`config.mk`:
```
export PLATFORM = sky130hd
export DESIGN_NAME = stream_duplicate_filter_unit
export DESIGN_NICKNAME = d
export VERILOG_FILES = /design/src/hdl/sdf_pkg.sv /design/src/hdl/stream_duplicate_filter_unit.sv /design/src/hdl/sdf_cell.sv
export SDC_FILE = /design/constraint.sdc
export NUM_CORES = 2
export LEC_CHECK = 0
export ABC_AREA = 1
export BUFFER_PORTS_ARGS = -buffer_cell sky130_fd_sc_hd__buf_2
export CORE_AREA = 8 8 530 532
export DETAILED_ROUTE_END_ITERATION = 6
export DIE_AREA = 0 0 538 540
export HOLD_SLACK_MARGIN = 0.06
export PLACE_DENSITY = 0.64
export SYNTH_ARGS = -nofsm -noshare
export SYNTH_HDL_FRONTEND = slang
export SYNTH_HIERARCHICAL = 1
export SYNTH_SLANG_ARGS = --single-unit
export TNS_END_PERCENT = 20
```
`constraint.sdc`:
```
create_clock -name clk -period 125.8 [get_ports clk]
set_input_delay 25.16 -clock clk [delete_from_list [all_inputs] [get_ports clk]]
set_output_delay 25.16 -clock clk [all_outputs]
set_load 0.05 [all_outputs]
```
`src/hdl/sdf_pkg.sv`:
```
// shared types and constants for the stream duplicate filter
// no dependencies; imported by every module of the block

package sdf_pkg;

  localparam int SET_ENTRIES = 64;
  localparam int VALUE_W     = 32;

  // one input beat
  typedef struct packed {
    logic signed [VALUE_W-1:0] value;
    logic                      end_of_list;
  } item_t;

  // one result beat
  typedef struct packed {
    logic signed [VALUE_W-1:0] out_value;
    logic                      keep;
    logic                      set_full;
    logic                      out_last;
  } result_t;

  // control broadcast from the top level to every cell
  typedef struct packed {
    logic [VALUE_W-1:0] probe;
    logic               shift;
    logic               clear;
  } cell_ctl_t;

endpackage

```
`src/hdl/stream_duplicate_filter_unit.sv`:
```
// top level of the stream duplicate filter: cell chain, match reduction, result register
// depends on sdf_pkg and sdf_cell

// Filters one list of signed 32-bit values, one beat per clock cycle while
// item_stall is low, and registers the result beat of an accepted item beat
// in the cycle after it is accepted. The seen-set is a chain of SET_ENTRIES
// cells; every cell compares its stored value with the incoming one in the
// same cycle, and a first occurrence is pushed in at the head of the chain
// while every cell hands its entry to the next one. The rate of one beat per
// cycle is set by that compare and shift across the chain in the same cycle.
// When the chain is full a new value is kept but not stored and set_full is
// raised. After the beat that carries end_of_list the chain is emptied, so
// the next list starts with an empty set. No clearing pass is needed after
// reset. item_stall follows result_stall only while a result beat is waiting.

module stream_duplicate_filter_unit (
  input  logic             clk,
  input  logic             rst,
  input  logic             item_valid,
  output logic             item_stall,
  input  sdf_pkg::item_t   item,
  output logic             result_valid,
  input  logic             result_stall,
  output sdf_pkg::result_t result
);
  import sdf_pkg::*;

  logic                   accept;
  logic                   hit;
  logic                   full;
  cell_ctl_t              ctl;
  logic [VALUE_W-1:0]     chain_value [SET_ENTRIES+1];
  logic                   chain_used  [SET_ENTRIES+1];
  logic [SET_ENTRIES-1:0] match;

  // the result register frees up when empty or when its beat is taken
  assign item_stall = result_valid && result_stall;
  assign accept     = item_valid && !item_stall;

  // head of the chain: a new entry enters as used
  assign chain_value[0] = item.value;
  assign chain_used[0]  = 1'b1;

  // last cell in use means every cell is in use
  assign full = chain_used[SET_ENTRIES];
  assign hit  = |match;

  // insert only a value not yet seen, and only with room left
  assign ctl.probe = item.value;
  assign ctl.shift = accept && !hit && !full;
  assign ctl.clear = accept && item.end_of_list;

  for (genvar i = 0; i < SET_ENTRIES; i++) begin : g_cell
    sdf_cell u_cell (
      .clk        (clk),
      .rst        (rst),
      .ctl        (ctl),
      .prev_value (chain_value[i]),
      .prev_used  (chain_used[i]),
      .value      (chain_value[i+1]),
      .used       (chain_used[i+1]),
      .match      (match[i])
    );
  end

  // result register
  always_ff @(posedge clk) begin
    if (rst) begin
      result_valid <= 1'b0;
    end else if (accept) begin
      result_valid <= 1'b1;
    end else if (!result_stall) begin
      result_valid <= 1'b0;
    end
  end

  always_ff @(posedge clk) begin
    if (accept) begin
      result.out_value <= item.value;
      result.keep      <= !hit;
      result.set_full  <= !hit && full;
      result.out_last  <= item.end_of_list;
    end
  end

endmodule

```
`src/hdl/sdf_cell.sv`:
```
// one entry of the seen-set chain: stored value, used flag, match compare
// depends on sdf_pkg

module sdf_cell (
  input  logic                    clk,
  input  logic                    rst,
  input  sdf_pkg::cell_ctl_t      ctl,
  input  logic [sdf_pkg::VALUE_W-1:0] prev_value,
  input  logic                    prev_used,
  output logic [sdf_pkg::VALUE_W-1:0] value,
  output logic                    used,
  output logic                    match
);
  import sdf_pkg::*;

  // used flag shifts with the value; clear empties the whole row at once
  always_ff @(posedge clk) begin
    if (rst) begin
      used <= 1'b0;
    end else if (ctl.clear) begin
      used <= 1'b0;
    end else if (ctl.shift) begin
      used <= prev_used;
    end
  end

  always_ff @(posedge clk) begin
    if (ctl.shift) begin
      value <= prev_value;
    end
  end

  assign match = used && (value == ctl.probe);

endmodule

```
# Word level (Yosys, flattened, before mapping)

Cells that the tools add are included.

Multiplexer cells: 2
Equal/unequal tests: 65
Reductions and logical operators: 75

Operator list:

| operator           | number |
|---|---|
| $eq 32x32->1       | 64 |
| $logic_and 1x1->1  | 70 |
| $reduce_or 64->1   | 1 |
| $logic_not 1->1    | 3 |
| $mux 1             | 2 |
| $ne 2x1->1 const B | 1 |
| $reduce_or 2->1    | 1 |

Input port bits: 37
Word-level logic and storage cells: 275
Register bits after elaboration: 2148

# Depth between registers and ports, before layout

Depth in word-level cells: 6
Mapped depth: 17
Depth with buffers taken out: 17

# By module

Netlist, hierarchy kept.

Modules (own cells, without submodules):

| module                       | instances | area an instance (um2) | cells each |
|---|---|---|---|
| sdf_cell                     | 64        | 1590.3                 | 174 |
| stream_duplicate_filter_unit | 1         | 1356.3                 | 111 |

# Least setup slack after synthesis

Ideal clock, no wire load.

Path type: input to register
Start: input port result_stall
End: register g_cell[0].u_cell.used
Setup slack: 4.565 ns
Buffers on the path: 0
Cell stages on the path: 7
Arrival time: 121.004 ns
Required time: 125.570 ns
Library setup time: 0.230 ns
Path through: nand2_1 > inv_1 > nor2_1 > nand2_1 > nor2_1 > mux2i_1 > nor3_1

RTL lines:

| item                   | line                               | source |
|---|---|---|
| start: declaration     | stream_duplicate_filter_unit.sv:23 | `input logic result_stall,` |
| end signal: assignment | sdf_cell.sv:23                     | `used <= prev_used;` |
| end: declaration       | sdf_cell.sv:11                     | `output logic used,` |

# Worst setup path in the final report

Start: input port result_stall
End: output port item_stall

Longest elaborated chain between the ends: 1

Ends and longest elaborated chain:

| item              | line                               | source |
|---|---|---|
| $logic_and 1x1->1 | stream_duplicate_filter_unit.sv:37 | `assign item_stall = result_valid && result_stall;` |
| end: declaration  | stream_duplicate_filter_unit.sv:20 | `output logic item_stall,` |

Every way passes these cells.

==> results.tsv <==
stage	metric	value	unit
status	status	finished with violations	
status	violations	DRC	
routing	drtPass1Iterations	7	
worst_setup_path	timing.reg2reg.setup_slack	116.35	ns
floorplan	core	272000	um^2
synth	synth_edf_count	2083	
synth	ys.flop_type	edfxtp_1	
worst_setup_path	cp_max_fo	3	
routing	wl_met3	16300	um
floorplan	io_pins	74	
layout	fillers	25800	
global_route	overflow	0	
clock_network	postCtsHoldBufs	0	
clock_network	path_clk_slew	0.06	ns
clock_network	htree_levels	4	
pwr	power_density	14.2	nW/um^2
synth	yosys_warnings	6	
pwr	peakVddDrop	10.6	uV
clock_network	cts_buffers	219	
routing	top_layer	met4	
synth	synth_area	103000	um^2
min_path	hp-start	g_cell[4].u_cell/value[14]$_DFFE_PP_	
global_route	antenna_found_initial	4	
min_path	hold_depth	0	
worst_setup_path	r2r-start	g_cell[22].u_cell/value[28]$_DFFE_PP_	
pwr	p_clk_share	39.7	%
timing	worstMarginPinSlew	1.14	ns
worst_setup_path	reg2reg_depth	23	
floorplan	dieArea	291000	um^2
layout	fin_area	116000	um^2
floorplan	start_util	37.9	%
timing	fin_crit_sh	40.4	%
placement	dpl.hpwl	162000	um
floorplan	die_h	540	um
synth	synth_area_leaders	edfxtp_1 (61%), nand2_1 (14%), inv_1 (8.6%)	
timing	hold_viol_final	0	
flow_run	maxCapViolations	0	
worst_setup_path	crit_path_end_kind	primary output	
placement	io_buffers	73	
min_path	hold_class	reg -> reg	
min_path	holdPathEnd	g_cell[5].u_cell/value[14]$_DFFE_PP_	
routing	vias_per_cell	4.54	
layout	drive_above_1_share	5.62	%
routing	drc_errors	1	
placement	gp_congestion	0.866	
global_route	grt_pass1_wl	374000	um
synth	syn_nets	11300	
worst_setup_path	critPathLaunchType	primary input	
routing	vias	69900	
routing	drt_wl_total	245000	um
layout	nets	11700	
timing	setup-violations-final	0	
clock_network	cts_resized	0	
synth	synth_most_common_cell	nand2_1	
floorplan	row_count	192	
routing	met1_length	115000	um
timing	slew_headroom	24.1	%
global_route	grt_max_degree	194	
floorplan	die_x	538	um
routing	postRouteAntennaNets	0	
pwr	switchingPower	0.000394	W
synth	syn-mean-instance-area	9.17	um^2
worst_setup_path	critPathRequiredTime	100.64	ns
routing	dr_wl_met2	104000	um
timing	fin_crit	50.87	ns
timing	timing.fmax	19.7	MHz
clock_network	clock_latency	0.86	ns
timing	grt_setup_unrepaired	false	
pwr	leakagePower	53.0	nW
clock_network	cts_max_path_buffers	4	
synth	yosysTopAreaCellShare	60.6	%
global_route	grt_pass1_vias	64100	
pwr	p_sw_share	24.0	%
synth	async_flop_share	0	%
clock_network	cts_setup_buffers	0	
worst_setup_path	cp_data_arrival_time	25.71	ns
clock_network	clock-root-buffer	clkbuf_16	
clock_network	cts_num_sinks	2148	
synth	ys_top_cells_by_count	nand2_1 (3735), inv_1 (2372), edfxtp_1 (2083), nor2_1 (1453)	
synth	yosys.area.top_type	edfxtp_1	
timing	drv_slew	0	
layout	syn2layout_area_growth	12.4	%
routing	drtIter0Drc	6533	
pwr	power.internal	0.00125	W
synth	syn_inst	11200	
routing	wl_per_cell	15.9	um
worst_setup_path	rr_endpoint	g_cell[40].u_cell/value[28]$_DFFE_PP_	
synth	synth.distinct_cells	20	
synth	yosysSeqAreaShare	61.9	%
clock_network	cts_tree	built	
worst_setup_path	crit_type	in -> out	
pwr	combinationalPowerShare	8.2	%
pwr	power_frac_seq	52.1	%
global_route	groute.usage.overall	16.4	%
timing	finalClockSkew	0.0610	ns
timing	setup_tns	0	ns
placement	placed_area	109000	um^2
synth	yosys_register_bits	2148	
[per-stage QoR]
step	util [%]	cells	worst slack [ns]	hold WS [ns]	power, W
final	42.5	15400	74.93	0.433	0.00164
after global routing	42.5	15400	74.88	0.464	0.00170
after CTS	42.5	15400	74.93	0.445	0.00165
after detailed placement	39.9	15000	74.94	0.454	0.00100
after global placement	39.9	15000	74.92	0.449	0.00100
after floorplan	-	11200	4.57	0.443	0.00109
[per-layer routing]
layer / vias to the layer above / track usage [%]
li1: 35400 / -
met1: 31900 / 24.2
met2: 2084 / 24.8
met3: 427 / 2.28
met4: 0 / 5.55
met5: - / 0
[registers in the layout, indices dropped and copies added, names as in the netlist]
name                 cells
result_valid             1
result                  35
g_cell.u_cell/value   2048
g_cell.u_cell/used      64
[critical path: stages]
cell,delay (ns)
buf_2,0.08
nand2_1,0.07
inv_1,0.11
buf_2,0.28
[cells in the final DEF, fill, tap and decap left out, types with 4 or more instances in the layout]
| master | n |
|---|---|
| nand2_1 | 3735 |
| inv_1 | 2372 |
| edfxtp_1 | 2083 |
| nor2_1 | 1451 |
| o21ai_0 | 256 |
| xnor2_1 | 256 |
| clkbuf_16 | 222 |
| nand3_1 | 192 |
| xor2_1 | 192 |
| or2_0 | 128 |
| o21ai_1 | 128 |
| buf_4 | 92 |
| dfxtp_1 | 65 |
| o21a_2 | 64 |
| nor3_4 | 64 |
| inv_2 | 64 |
| o211ai_1 | 64 |
| mux2i_1 | 64 |
| nor3_1 | 64 |
| clkbuf_1 | 46 |
| clkinv_2 | 45 |
| buf_2 | 40 |
| clkinv_1 | 39 |
| bufinv_16 | 24 |
| buf_6 | 17 |
| clkbuf_8 | 11 |
| clkinvlp_4 | 8 |
| buf_12 | 4 |
[how the worst max path moves through the flow]
stage,endpoint,from,cells past startpoint
finish,item_stall,result_stall,4
global placement,item_stall,result_stall,4
floorplan,g_cell[0].u_cell/used$_SDFFE_PP0P_,result_stall,7
detailed placement,item_stall,result_stall,4
CTS,item_stall,result_stall,4
global route,item_stall,result_stall,4
[kinds of logic (layout without fill, tap and decap cells)]
family          Yosys count  after routing  synth area share, %
compound gates          513            513                 2.88
xor+xnor                448            448                 3.80
buf+inv                2436           2989                 8.87
flops                  2148           2148                 61.9
mux                      64             64                0.621
other cells               1              3              0.00364
simple gates           5637           5637                 21.9
[power by group through the flow]
stage | registers (W) | clock network (W) | logic (W)
after detailed placement | 0.000869 | 0 | 0.000134
after CTS | 0.000856 | 0.000663 | 0.000134
after global routing | 0.000860 | 0.000689 | 0.000152
after global placement | 0.000870 | 0 | 0.000131
after floorplan | 0.000990 | 0 | 0.0000962
final | 0.000855 | 0.000651 | 0.000134
[area by class of cell]
| type | instances | area [um^2] | share of cell area, % |
|---|---|---|---|
| inverters | 2436 | 9140 | 7.89 |
| flip-flops and latches | 2148 | 63900 | 55.1 |
| diodes | 2 | 5.00 | 0.00432 |
| well taps | 3589 | 4490 | 3.87 |
| clock inverters | 121 | 1210 | 1.04 |
| clock buffers | 279 | 5880 | 5.07 |
| multi-input cells | 6663 | 30200 | 26.0 |
| repair buffers | 153 | 1160 | 1.00 |
No activity file was read; power rests on OpenSTA's default activity.
